## src/hw/rtl/frm_pkg.sv

```systemverilog
// ----------------------------------------------------------------------------
// frm_pkg
// shared types and constants of the frame rate meter
// ----------------------------------------------------------------------------
package frm_pkg;

    localparam int RATE_W   = 20;
    localparam int PERIOD_W = 32;
    localparam int CFG_IDX_W = 2;

    localparam logic [RATE_W-1:0] RATE_SCALE = 20'd1000000;
    localparam logic [RATE_W-1:0] RATE_MAX   = 20'd999999;

    localparam logic [RATE_W-1:0] GOOD_RESET = 20'd60;
    localparam logic [RATE_W-1:0] FAIR_RESET = 20'd30;

    // configuration register indexes
    localparam logic [CFG_IDX_W-1:0] CFG_GOOD = 2'd0;
    localparam logic [CFG_IDX_W-1:0] CFG_FAIR = 2'd1;

    // rating codes
    localparam logic [1:0] RATING_RED    = 2'd0;
    localparam logic [1:0] RATING_YELLOW = 2'd1;
    localparam logic [1:0] RATING_GREEN  = 2'd2;

    // controller to datapath
    typedef struct packed {
        logic load;       // transaction accepted, start rate division
        logic update;     // store rate, update ring, sum and fill count
        logic avg_start;  // start average division
        logic finish;     // load result registers
    } t_cmd;

    // datapath to controller
    typedef struct packed {
        logic div_done;
    } t_sts;

endpackage

```

## src/hw/rtl/frm_ram.sv

```systemverilog
// ----------------------------------------------------------------------------
// frm_ram
// generic single write port, single read port ram with registered read
// ----------------------------------------------------------------------------
module frm_ram #(
    parameter int WIDTH = 20,
    parameter int DEPTH = 20
) (
    input  logic                                       i_clk,
    input  logic                                       i_we,
    input  logic [$clog2((DEPTH > 1) ? DEPTH : 2)-1:0] i_waddr,
    input  logic [WIDTH-1:0]                           i_wdata,
    input  logic                                       i_re,
    input  logic [$clog2((DEPTH > 1) ? DEPTH : 2)-1:0] i_raddr,
    output logic [WIDTH-1:0]                           o_rdata
);
    logic [WIDTH-1:0] r_mem [DEPTH];
    logic [WIDTH-1:0] r_rdata;

    always_ff @(posedge i_clk) begin
        if (i_we) begin
            r_mem[i_waddr] <= i_wdata;
        end
        if (i_re) begin
            r_rdata <= r_mem[i_raddr];
        end
    end

    assign o_rdata = r_rdata;

endmodule

```

## src/hw/rtl/frm_div.sv

```systemverilog
// ----------------------------------------------------------------------------
// frm_div
// restoring divider, one quotient bit per cycle
// ----------------------------------------------------------------------------
module frm_div #(
    parameter int NUM_W = 26,
    parameter int DEN_W = 32
) (
    input  logic             i_clk,
    input  logic             i_rst_n,
    input  logic             i_start,
    input  logic [NUM_W-1:0] i_num,
    input  logic [DEN_W-1:0] i_den,
    output logic             o_done,
    output logic [NUM_W-1:0] o_quo
);
    localparam int CW = $clog2(NUM_W + 1);

    logic [DEN_W-1:0] r_rem;
    logic [NUM_W-1:0] r_num;
    logic [NUM_W-1:0] r_quo;
    logic [DEN_W-1:0] r_den;
    logic [CW-1:0]    r_cnt;
    logic             r_busy;
    logic             r_done;

    logic [DEN_W:0]   shifted;
    logic             ge;
    logic [DEN_W:0]   diff;

    always_comb begin
        shifted = {r_rem, r_num[NUM_W-1]};
        ge      = shifted >= {1'b0, r_den};
        diff    = shifted - {1'b0, r_den};
    end

    always_ff @(posedge i_clk) begin
        if (!i_rst_n) begin
            r_busy <= 1'b0;
            r_done <= 1'b0;
            r_cnt  <= '0;
        end else begin
            r_done <= 1'b0;
            if (i_start) begin
                r_busy <= 1'b1;
                r_cnt  <= CW'(NUM_W);
            end else if (r_busy) begin
                r_cnt <= r_cnt - CW'(1);
                if (r_cnt == CW'(1)) begin
                    r_busy <= 1'b0;
                    r_done <= 1'b1;
                end
            end
        end
    end

    always_ff @(posedge i_clk) begin
        if (i_start) begin
            r_rem <= '0;
            r_num <= i_num;
            r_den <= i_den;
            r_quo <= '0;
        end else if (r_busy) begin
            r_rem <= ge ? diff[DEN_W-1:0] : shifted[DEN_W-1:0];
            r_num <= {r_num[NUM_W-2:0], 1'b0};
            r_quo <= {r_quo[NUM_W-2:0], ge};
        end
    end

    assign o_done = r_done;
    assign o_quo  = r_quo;

endmodule

```

## src/hw/rtl/frm_dpath.sv

```systemverilog
// ----------------------------------------------------------------------------
// frm_dpath
// datapath: thresholds, rate ring, running sum, shared divider, result registers
// ----------------------------------------------------------------------------
module frm_dpath
    import frm_pkg::*;
#(
    parameter int WINDOW = 20
) (
    input  logic                 i_clk,
    input  logic                 i_rst_n,
    input  t_cmd                 i_cmd,
    output t_sts                 o_sts,
    input  logic                 i_cfg_we,
    input  logic [CFG_IDX_W-1:0] i_cfg_idx,
    input  logic [RATE_W-1:0]    i_cfg_wdata,
    input  logic [PERIOD_W-1:0]  i_frame_period_us,
    output logic [RATE_W-1:0]    o_instant_rate,
    output logic [RATE_W-1:0]    o_average_rate,
    output logic [1:0]           o_rating
);
    localparam int IDX_W  = (WINDOW > 1) ? $clog2(WINDOW) : 1;
    localparam int CNT_W  = $clog2(WINDOW + 1);
    localparam int SLOT_W = CNT_W + 1;
    localparam int SUM_W  = RATE_W + CNT_W;

    logic [RATE_W-1:0] r_good_thr;
    logic [RATE_W-1:0] r_fair_thr;
    logic [IDX_W-1:0]  r_oldest;
    logic [CNT_W-1:0]  r_fill;
    logic [SUM_W-1:0]  r_sum;
    logic              r_zero;
    logic [RATE_W-1:0] r_rate;
    logic [RATE_W-1:0] r_out_rate;
    logic [RATE_W-1:0] r_out_avg;
    logic [1:0]        r_out_rating;

    logic              div_start;
    logic [SUM_W-1:0]  div_num;
    logic [PERIOD_W-1:0] div_den;
    logic              div_done;
    logic [SUM_W-1:0]  div_quo;

    logic              full;
    logic [SLOT_W-1:0] slot_sum;
    logic [SLOT_W-1:0] next_sum;
    logic [IDX_W-1:0]  wslot;
    logic [IDX_W-1:0]  next_oldest;
    logic [RATE_W-1:0] rate;
    logic [RATE_W-1:0] ram_rdata;
    logic [SUM_W-1:0]  drop;
    logic [RATE_W-1:0] avg;
    logic [1:0]        rating;

    // shared divider: rate first, average second
    always_comb begin
        div_start = i_cmd.load | i_cmd.avg_start;
        div_num   = i_cmd.load ? SUM_W'(RATE_SCALE) : r_sum;
        div_den   = i_cmd.load ? i_frame_period_us : PERIOD_W'(r_fill);
    end

    frm_div #(
        .NUM_W (SUM_W),
        .DEN_W (PERIOD_W)
    ) u_div (
        .i_clk   (i_clk),
        .i_rst_n (i_rst_n),
        .i_start (div_start),
        .i_num   (div_num),
        .i_den   (div_den),
        .o_done  (div_done),
        .o_quo   (div_quo)
    );

    assign o_sts.div_done = div_done;

    always_comb begin
        full     = r_fill == CNT_W'(WINDOW);
        slot_sum = SLOT_W'(r_oldest) + SLOT_W'(r_fill);
        wslot    = (slot_sum >= SLOT_W'(WINDOW)) ?
                   IDX_W'(slot_sum - SLOT_W'(WINDOW)) : IDX_W'(slot_sum);
        next_sum = SLOT_W'(r_oldest) + SLOT_W'(1);
        next_oldest = (next_sum >= SLOT_W'(WINDOW)) ?
                      IDX_W'(next_sum - SLOT_W'(WINDOW)) : IDX_W'(next_sum);
        if (full) begin
            wslot = r_oldest;
        end
        // saturate: a zero period, or a period of one (quotient 1000000), gives 999999
        if (r_zero || div_quo > SUM_W'(RATE_MAX)) begin
            rate = RATE_MAX;
        end else begin
            rate = div_quo[RATE_W-1:0];
        end
        drop = full ? SUM_W'(ram_rdata) : '0;
        avg  = div_quo[RATE_W-1:0];
        priority if (avg >= r_good_thr) begin
            rating = RATING_GREEN;
        end else if (avg >= r_fair_thr) begin
            rating = RATING_YELLOW;
        end else begin
            rating = RATING_RED;
        end
    end

    frm_ram #(
        .WIDTH (RATE_W),
        .DEPTH (WINDOW)
    ) u_ring (
        .i_clk   (i_clk),
        .i_we    (i_cmd.update),
        .i_waddr (wslot),
        .i_wdata (rate),
        .i_re    (i_cmd.load),
        .i_raddr (r_oldest),
        .o_rdata (ram_rdata)
    );

    always_ff @(posedge i_clk) begin
        if (!i_rst_n) begin
            r_good_thr <= GOOD_RESET;
            r_fair_thr <= FAIR_RESET;
            r_oldest   <= '0;
            r_fill     <= '0;
            r_sum      <= '0;
        end else begin
            if (i_cfg_we) begin
                if (i_cfg_idx == CFG_GOOD) begin
                    r_good_thr <= i_cfg_wdata;
                end else if (i_cfg_idx == CFG_FAIR) begin
                    r_fair_thr <= i_cfg_wdata;
                end
            end
            if (i_cmd.update) begin
                r_sum <= r_sum - drop + SUM_W'(rate);
                if (full) begin
                    r_oldest <= next_oldest;
                end else begin
                    r_fill <= r_fill + CNT_W'(1);
                end
            end
        end
    end

    always_ff @(posedge i_clk) begin
        if (i_cmd.load) begin
            r_zero <= i_frame_period_us == '0;
        end
        if (i_cmd.update) begin
            r_rate <= rate;
        end
        if (i_cmd.finish) begin
            r_out_rate   <= r_rate;
            r_out_avg    <= avg;
            r_out_rating <= rating;
        end
    end

    assign o_instant_rate = r_out_rate;
    assign o_average_rate = r_out_avg;
    assign o_rating       = r_out_rating;

endmodule

```

## src/hw/rtl/frm_ctrl.sv

```systemverilog
// ----------------------------------------------------------------------------
// frm_ctrl
// sequencer: accept, rate division, ring update, average division, result
// ----------------------------------------------------------------------------
module frm_ctrl
    import frm_pkg::*;
(
    input  logic i_clk,
    input  logic i_rst_n,
    input  logic i_in_valid,
    output logic o_in_ready,
    output logic o_out_valid,
    input  logic i_out_ready,
    output t_cmd o_cmd,
    input  t_sts i_sts
);
    typedef enum logic [2:0] {
        S_IDLE,
        S_RATE,
        S_UPDATE,
        S_AVG_START,
        S_AVG,
        S_FIN
    } t_state;

    t_state r_state;
    t_state n_state;
    logic   r_out_valid;
    logic   n_out_valid;
    logic   out_free;

    always_comb begin
        out_free    = !r_out_valid || i_out_ready;
        o_cmd       = '0;
        n_state     = r_state;
        n_out_valid = r_out_valid && !i_out_ready;
        unique case (r_state)
            S_IDLE: begin
                if (i_in_valid) begin
                    o_cmd.load = 1'b1;
                    n_state    = S_RATE;
                end
            end
            S_RATE: begin
                if (i_sts.div_done) begin
                    n_state = S_UPDATE;
                end
            end
            S_UPDATE: begin
                o_cmd.update = 1'b1;
                n_state      = S_AVG_START;
            end
            S_AVG_START: begin
                o_cmd.avg_start = 1'b1;
                n_state         = S_AVG;
            end
            S_AVG: begin
                if (i_sts.div_done) begin
                    n_state = S_FIN;
                end
            end
            S_FIN: begin
                if (out_free) begin
                    o_cmd.finish = 1'b1;
                    n_out_valid  = 1'b1;
                    n_state      = S_IDLE;
                end
            end
            default: begin
                n_state = S_IDLE;
            end
        endcase
    end

    always_ff @(posedge i_clk) begin
        if (!i_rst_n) begin
            r_state     <= S_IDLE;
            r_out_valid <= 1'b0;
        end else begin
            r_state     <= n_state;
            r_out_valid <= n_out_valid;
        end
    end

    assign o_in_ready  = r_state == S_IDLE;
    assign o_out_valid = r_out_valid;

endmodule

```

## src/hw/rtl/frame_rate_meter.sv

```systemverilog
// ----------------------------------------------------------------------------
// frame_rate_meter
// moving-average frame rate meter with three-level rating
// ----------------------------------------------------------------------------
// Each input transaction carries one frame period in microseconds. The block
// works out the instantaneous rate as 1000000 / period (999999 for a period of
// zero or one), keeps the last WINDOW rates in a ring ram, and returns the
// floor of their mean together with a green / yellow / red rating against the
// two threshold registers (index 0 good, index 1 fair; the good threshold is
// tested first). One transaction is processed at a time, and the next
// transaction can be taken as soon as the result appears; both divisions go
// through one shared restoring divider that retires one quotient bit per
// cycle. The result sits in an output register, so the next transaction is
// taken while a finished result still waits; it stalls only at the very end
// if the previous result has still not been taken. No clearing pass is needed
// after reset. Thresholds should be written only while the block is idle.
// ----------------------------------------------------------------------------
module frame_rate_meter
    import frm_pkg::*;
#(
    parameter int WINDOW = 20
) (
    input  logic                 i_clk,
    input  logic                 i_rst_n,
    // configuration
    input  logic                 i_cfg_we,
    input  logic [CFG_IDX_W-1:0] i_cfg_idx,
    input  logic [RATE_W-1:0]    i_cfg_wdata,
    // input channel
    input  logic                 i_in_valid,
    output logic                 o_in_ready,
    input  logic [PERIOD_W-1:0]  i_frame_period_us,
    // output channel
    output logic                 o_out_valid,
    input  logic                 i_out_ready,
    output logic [RATE_W-1:0]    o_instant_rate,
    output logic [RATE_W-1:0]    o_average_rate,
    output logic [1:0]           o_rating
);
    t_cmd cmd;
    t_sts sts;

    // sequencer
    frm_ctrl u_ctrl (
        .i_clk       (i_clk),
        .i_rst_n     (i_rst_n),
        .i_in_valid  (i_in_valid),
        .o_in_ready  (o_in_ready),
        .o_out_valid (o_out_valid),
        .i_out_ready (i_out_ready),
        .o_cmd       (cmd),
        .i_sts       (sts)
    );

    // arithmetic, ring storage and result registers
    frm_dpath #(
        .WINDOW (WINDOW)
    ) u_dpath (
        .i_clk             (i_clk),
        .i_rst_n           (i_rst_n),
        .i_cmd             (cmd),
        .o_sts             (sts),
        .i_cfg_we          (i_cfg_we),
        .i_cfg_idx         (i_cfg_idx),
        .i_cfg_wdata       (i_cfg_wdata),
        .i_frame_period_us (i_frame_period_us),
        .o_instant_rate    (o_instant_rate),
        .o_average_rate    (o_average_rate),
        .o_rating          (o_rating)
    );

endmodule

```

## config.mk

```make
export PLATFORM = sky130hd
export DESIGN_NAME = frame_rate_meter
export DESIGN_NICKNAME = d
export VERILOG_FILES = /design/src/hw/rtl/frm_pkg.sv /design/src/hw/rtl/frm_ram.sv /design/src/hw/rtl/frm_div.sv /design/src/hw/rtl/frm_dpath.sv /design/src/hw/rtl/frm_ctrl.sv /design/src/hw/rtl/frame_rate_meter.sv
export SDC_FILE = /design/constraint.sdc
export NUM_CORES = 1
export LEC_CHECK = 0
export BUFFER_PORTS_ARGS = -buffer_cell sky130_fd_sc_hd__buf_2
export CAP_MARGIN = 20
export CORE_UTILIZATION = 40
export CTS_CLUSTER_DIAMETER = 100
export CTS_CLUSTER_SIZE = 10
export DETAILED_ROUTE_END_ITERATION = 16
export MAX_ROUTING_LAYER = met4
export PLACE_DENSITY = 0.58
export SYNTH_ARGS = -nofsm -noshare
export SYNTH_HDL_FRONTEND = slang
export SYNTH_SLANG_ARGS = --single-unit
```

## constraint.sdc

```tcl
create_clock -name i_clk -period 4.97 [get_ports i_clk]
set_input_delay 0.497 -clock i_clk [delete_from_list [all_inputs] [get_ports i_clk]]
set_output_delay 0.497 -clock i_clk [all_outputs]
set_load 0.01 [all_outputs]
```

==> impl_metrics.prom <==
# TYPE chip_impl_metric gauge
chip_impl_info{name="status",value="finished, final reports clean"} 1
chip_impl_metric{name="powerDensity",unit="nW/um^2"} 370
chip_impl_metric{name="setup_tns",unit="ns"} 0
chip_impl_metric{name="critical_path.max_stage_delay",unit="ns"} 0.55
chip_impl_metric{name="grt_first_pass_wirelength",unit="microns"} 113000
chip_impl_metric{name="syn-cell-area",unit="sq um"} 30800
chip_impl_metric{name="floorplan.initialDensity",unit="%"} 40.5
chip_impl_metric{name="detail_route.drc_violations",unit=""} 0
chip_impl_metric{name="cts_inserted_buffers",unit=""} 78
chip_impl_info{name="critical_path.reg2reg.endpoint",value="u_dpath.r_sum[17]"} 1
chip_impl_metric{name="globalRouteTotalUtil",unit="%"} 19.5
chip_impl_metric{name="period_needed",unit="ns"} 4.74
chip_impl_metric{name="final-seq-area",unit="sq um"} 19100
chip_impl_metric{name="area_growth_syn_to_layout",unit="%"} 13.8
chip_impl_metric{name="final-instance-count-excl-fill",unit=""} 3488
chip_impl_metric{name="htreeDepth",unit=""} 3
chip_impl_metric{name="cell_count_after_placement",unit=""} 3370
chip_impl_metric{name="clock_tree.buffer_depth",unit=""} 3
chip_impl_metric{name="timing.hold.worst_path_depth",unit=""} 3
chip_impl_info{name="crit_type",value="reg -> reg"} 1
chip_impl_metric{name="drt_pass1_iterations",unit=""} 5
chip_impl_metric{name="area_used_by_multi_input_combinational_logic",unit="sq um"} 10700
chip_impl_metric{name="drv.max_cap_violation_count",unit=""} 0
chip_impl_metric{name="cts.reportedPaths.clkPinSlew",unit="ns"} 0.06
chip_impl_metric{name="synth_cell_types",unit=""} 73
chip_impl_info{name="worstSetupStartpointType",value="register"} 1
chip_impl_info{name="yosys_most_used_dff",value="sky130_fd_sc_hd__edfxtp_1"} 1
chip_impl_metric{name="num_vias",unit=""} 18611
chip_impl_metric{name="clock_sink_count",unit=""} 683
chip_impl_metric{name="die_width",unit="microns"} 280
chip_impl_metric{name="worstSkewPairLatency",unit="ns"} 0.63
chip_impl_metric{name="postPlaceCellArea",unit="sq um"} 32900
chip_impl_info{name="cts.root.buffer_cell",value="sky130_fd_sc_hd__clkbuf_16"} 1
chip_impl_metric{name="fraction_of_layout_cells_with_a_size_suffix_above_1",unit="%"} 18.6
chip_impl_info{name="critical_path.top_delay_family",value="compound AO/OA/AOI/OAI gates"} 1
chip_impl_metric{name="maximum_fanout_along_the_worst_path",unit=""} 5
chip_impl_info{name="ys_top_cells_by_area",value="sky130_fd_sc_hd__edfxtp_1 (53%), sky130_fd_sc_hd__dfxtp_1 (9.3%), sky130_fd_sc_hd__mux4_2 (8.8%)"} 1
chip_impl_metric{name="std_cell_rows",unit=""} 101
chip_impl_metric{name="headroom_to_the_max_slew_limit",unit="%"} 28.8
chip_impl_info{name="cp_slowest_cell",value="sky130_fd_sc_hd__fa_1"} 1
chip_impl_metric{name="antenna_violations_before_repair",unit=""} 0
chip_impl_metric{name="detail-route-antenna-nets",unit=""} 0
chip_impl_metric{name="setup-violations-final",unit=""} 0
chip_impl_metric{name="slew_viols_final",unit=""} 0
chip_impl_metric{name="gr-total-overflow",unit=""} 0
chip_impl_metric{name="timing_hold_violations_final",unit=""} 0
chip_impl_metric{name="fmaxAchievable",unit="MHz"} 211
chip_impl_metric{name="number_of_global_route_vias_before_repair",unit=""} 19091
chip_impl_metric{name="portbufs",unit=""} 102
chip_impl_metric{name="period_share",unit="%"} 95.3
chip_impl_info{name="r2r_start",value="u_dpath.u_div.o_quo[6]"} 1
chip_impl_metric{name="grt_max_degree",unit=""} 109
chip_impl_metric{name="yosys_register_bits",unit=""} 683
chip_impl_metric{name="totalPowerFinal",unit="mW"} 13.0
chip_impl_metric{name="synth_edf_count",unit=""} 540
chip_impl_info{name="final_common_cell",value="sky130_fd_sc_hd__edfxtp_1"} 1
chip_impl_info{name="holdPathEnd",value="u_dpath.r_good_thr[18]"} 1
chip_impl_metric{name="cp_num_buf_inv",unit=""} 4
chip_impl_metric{name="diodes",unit=""} 0
chip_impl_info{name="crit_path_cell_trace",value="or3_1 -> o21ai_0 -> nand2_1 -> a21oi_1 -> or4_1 -> and3_1 -> buf_4 -> nand2_1 -> fa_1 -> inv_1 -> ha_1 -> a21oi_1 -> nand2_1 -> a2111oi_2 -> buf_4 -> o31ai_1 -> buf_4 -> a21o_1 -> a21oi_1 -> xnor2_1 -> nand2_1 -> a21oi_1"} 1
chip_impl_metric{name="drt_first_iter_violations",unit=""} 1312
chip_impl_info{name="clock_tree_from_tritoncts",value="done"} 1
chip_impl_info{name="cell_type_with_the_highest_aggregate_area_in_the_netlist",value="sky130_fd_sc_hd__edfxtp_1"} 1
chip_impl_metric{name="vias_per_cell",unit=""} 5.34
chip_impl_metric{name="worstRegToRegCells",unit=""} 22
chip_impl_metric{name="tightestPinTransition",unit="ns"} 1.07
chip_impl_metric{name="mappedNetlistNets",unit=""} 2461
chip_impl_metric{name="cts_setup_buffers",unit=""} 0
chip_impl_metric{name="dpl.hpwl",unit="microns"} 46400
chip_impl_metric{name="ios",unit=""} 103
chip_impl_info{name="most-common-layout-cells",value="sky130_fd_sc_hd__edfxtp_1 (540), sky130_fd_sc_hd__nand2_1 (206), sky130_fd_sc_hd__inv_1 (178), sky130_fd_sc_hd__a21oi_1 (140), sky130_fd_sc_hd__dfxtp_1 (139)"} 1
chip_impl_metric{name="required",unit="ns"} 5.53
chip_impl_metric{name="detail_route.wirelength",unit="microns"} 73100
chip_impl_metric{name="non_filler_cell_area_final",unit="sq um"} 35100
chip_impl_metric{name="syn_area_per_cell",unit="sq um"} 13.6
chip_impl_metric{name="final_core_utilization",unit="%"} 46.1
chip_impl_info{name="timing.hold.worst.class",value="in -> reg"} 1
chip_impl_metric{name="die_y",unit="microns"} 280
chip_impl_info{name="hp-start",value="i_cfg_wdata[18]"} 1
chip_impl_metric{name="fillerInstances",unit=""} 6771
chip_impl_metric{name="core_region_area",unit="sq um"} 76100
chip_impl_metric{name="r2r_slack",unit="ns"} 0.23
chip_impl_info{name="critical_path.endpoint_type",value="register"} 1
chip_impl_metric{name="power_leakage",unit="nW"} 12.7
chip_impl_metric{name="arrival_time_at_the_worst_endpoint",unit="ns"} 5.30
chip_impl_metric{name="postSynthCellCount",unit=""} 2268
chip_impl_metric{name="yosysWarnings",unit=""} 0
chip_impl_metric{name="gp_congestion",unit=""} 0.862
chip_impl_metric{name="die_area",unit="sq um"} 78200
chip_impl_metric{name="nets",unit=""} 2613
chip_impl_metric{name="postSynth.asyncResetShare",unit="%"} 0
chip_impl_metric{name="synth.yosys.seq_area_share",unit="%"} 61.8
chip_impl_metric{name="vdd.ir_drop.worst",unit="uV"} 219
chip_impl_metric{name="final_routed_wire_length_divided_by_cell_count",unit="microns"} 21.0
chip_impl_metric{name="clock_skew",unit="ns"} 0.0236
chip_impl_metric{name="synth.top_cell.area_share",unit="%"} 52.6
-- state kept, by name, indices dropped and copies added, names as in the netlist, 2 cells and up --
register and count:
u_dpath.o_average_rate 20, u_dpath.u_div.r_den 32, u_dpath.r_fair_thr 20, u_dpath.r_fill 5, u_dpath.r_oldest 5, u_dpath.r_good_thr 20, u_dpath.r_sum 25, u_dpath.o_rating 2
u_dpath.u_div.o_quo 25, u_dpath.o_instant_rate 20, u_dpath.u_div.r_cnt 5, u_dpath.u_ring.o_rdata 20, u_dpath.u_div.r_rem 32, u_dpath.u_ring.r_mem 400, u_ctrl.r_state 3, u_dpath.u_div.r_num 25
u_dpath.r_rate 20
-- layer usage --
metal | wire length (microns) | vias to the layer above | track usage (%) | share of wire [%]
li1 | - | 8713 | - | -
met1 | 32500 | 9402 | 25.2 | 44
met2 | 36200 | 396 | 32.0 | 50
met3 | 2930 | 100 | 2.65 | 4.0
met4 | 1490 | 0 | 5.52 | 2.0
met5 | 0 | - | - | 0
-- area by class of cell --
class | instances | area share [%]
Timing Repair Buffer | 172 | 3.06
Clock buffer | 110 | 5.90
Inverter | 183 | 1.96
Multi-Input combinational cell | 1302 | 30.6
Sequential cell | 683 | 54.4
Tap cell | 1030 | 3.67
Clock inverter | 8 | 0.424
-- cell usage after synthesis (28+ instances only) --
cell type	n
sky130_fd_sc_hd__mux2i_1	44
sky130_fd_sc_hd__inv_1	180
sky130_fd_sc_hd__dfxtp_1	143
sky130_fd_sc_hd__nand2_1	206
sky130_fd_sc_hd__a21oi_1	140
sky130_fd_sc_hd__ha_1	112
sky130_fd_sc_hd__clkbuf_1	76
sky130_fd_sc_hd__and3_1	34
sky130_fd_sc_hd__nand3_1	41
sky130_fd_sc_hd__mux4_2	120
sky130_fd_sc_hd__xnor2_1	38
sky130_fd_sc_hd__o21ai_0	85
sky130_fd_sc_hd__edfxtp_1	540
sky130_fd_sc_hd__a21o_1	28
sky130_fd_sc_hd__nor2_1	132
-- tightest hold or removal path: stages --
cell and delay [ns]:
sky130_fd_sc_hd__buf_2 0.10, sky130_fd_sc_hd__nand2_1 0.05, sky130_fd_sc_hd__a21oi_1 0.05
-- per-stage QoR --
step / setup WS (ns) / hold slack, ns
after floorplan: 0.436 / 0.400
after global placement: 0.00593 / 0.403
after detailed placement: 0.0260 / 0.405
after CTS: 0.0128 / 0.0736
after global routing: -0.0739 / 0.104
final: 0.232 / 0.119
-- kinds of logic (layout without fill, tap and decap cells) --
| logic type | Yosys count | count (layout) | synth area share (%) |
|---|---|---|---|
| flops | 683 | 683 | 61.8 |
| fa+ha+maj | 134 | 134 | 5.97 |
| xor+xnor | 58 | 58 | 1.65 |
| buf+inv | 283 | 473 | 3.58 |
| compound gates | 369 | 369 | 7.42 |
| simple gates | 552 | 552 | 8.41 |
| mux | 189 | 189 | 11.1 |
-- worst max path at each step --
| stage | slack [ns] | cells after the start | start | to |
|---|---|---|---|---|
| 2_1_floorplan | 0.44 | 21 | u_dpath.u_div.o_quo[5] | u_dpath.r_sum[23] |
| 5_1_grt | -0.07 | 22 | u_dpath.u_div.o_quo[6] | u_dpath.r_sum[17] |
| 4_1_cts | 0.01 | 22 | u_dpath.u_div.o_quo[5] | u_dpath.r_sum[17] |
| 3_3_place_gp | 0.006 | 22 | u_dpath.u_div.o_quo[5] | u_dpath.r_sum[17] |
| 3_5_place_dp | 0.03 | 22 | u_dpath.u_div.o_quo[5] | u_dpath.r_sum[17] |
| 6_report | 0.23 | 22 | u_dpath.u_div.o_quo[6] | u_dpath.r_sum[17] |
-- repair_timing --
item                                   in CTS  in global routing
endpoints found under the hold margin       0                  0
hold buffers                                0                  0
gates resized for setup                     0                  5
setup endpoints to repair                   0                  5
-- power breakdown --
part	internal (mW)	switching (mW)
registers	6.31	0.0808
clock network	2.91	2.24
logic	0.582	0.882
Note: power is estimated with default switching activity, not from simulation.
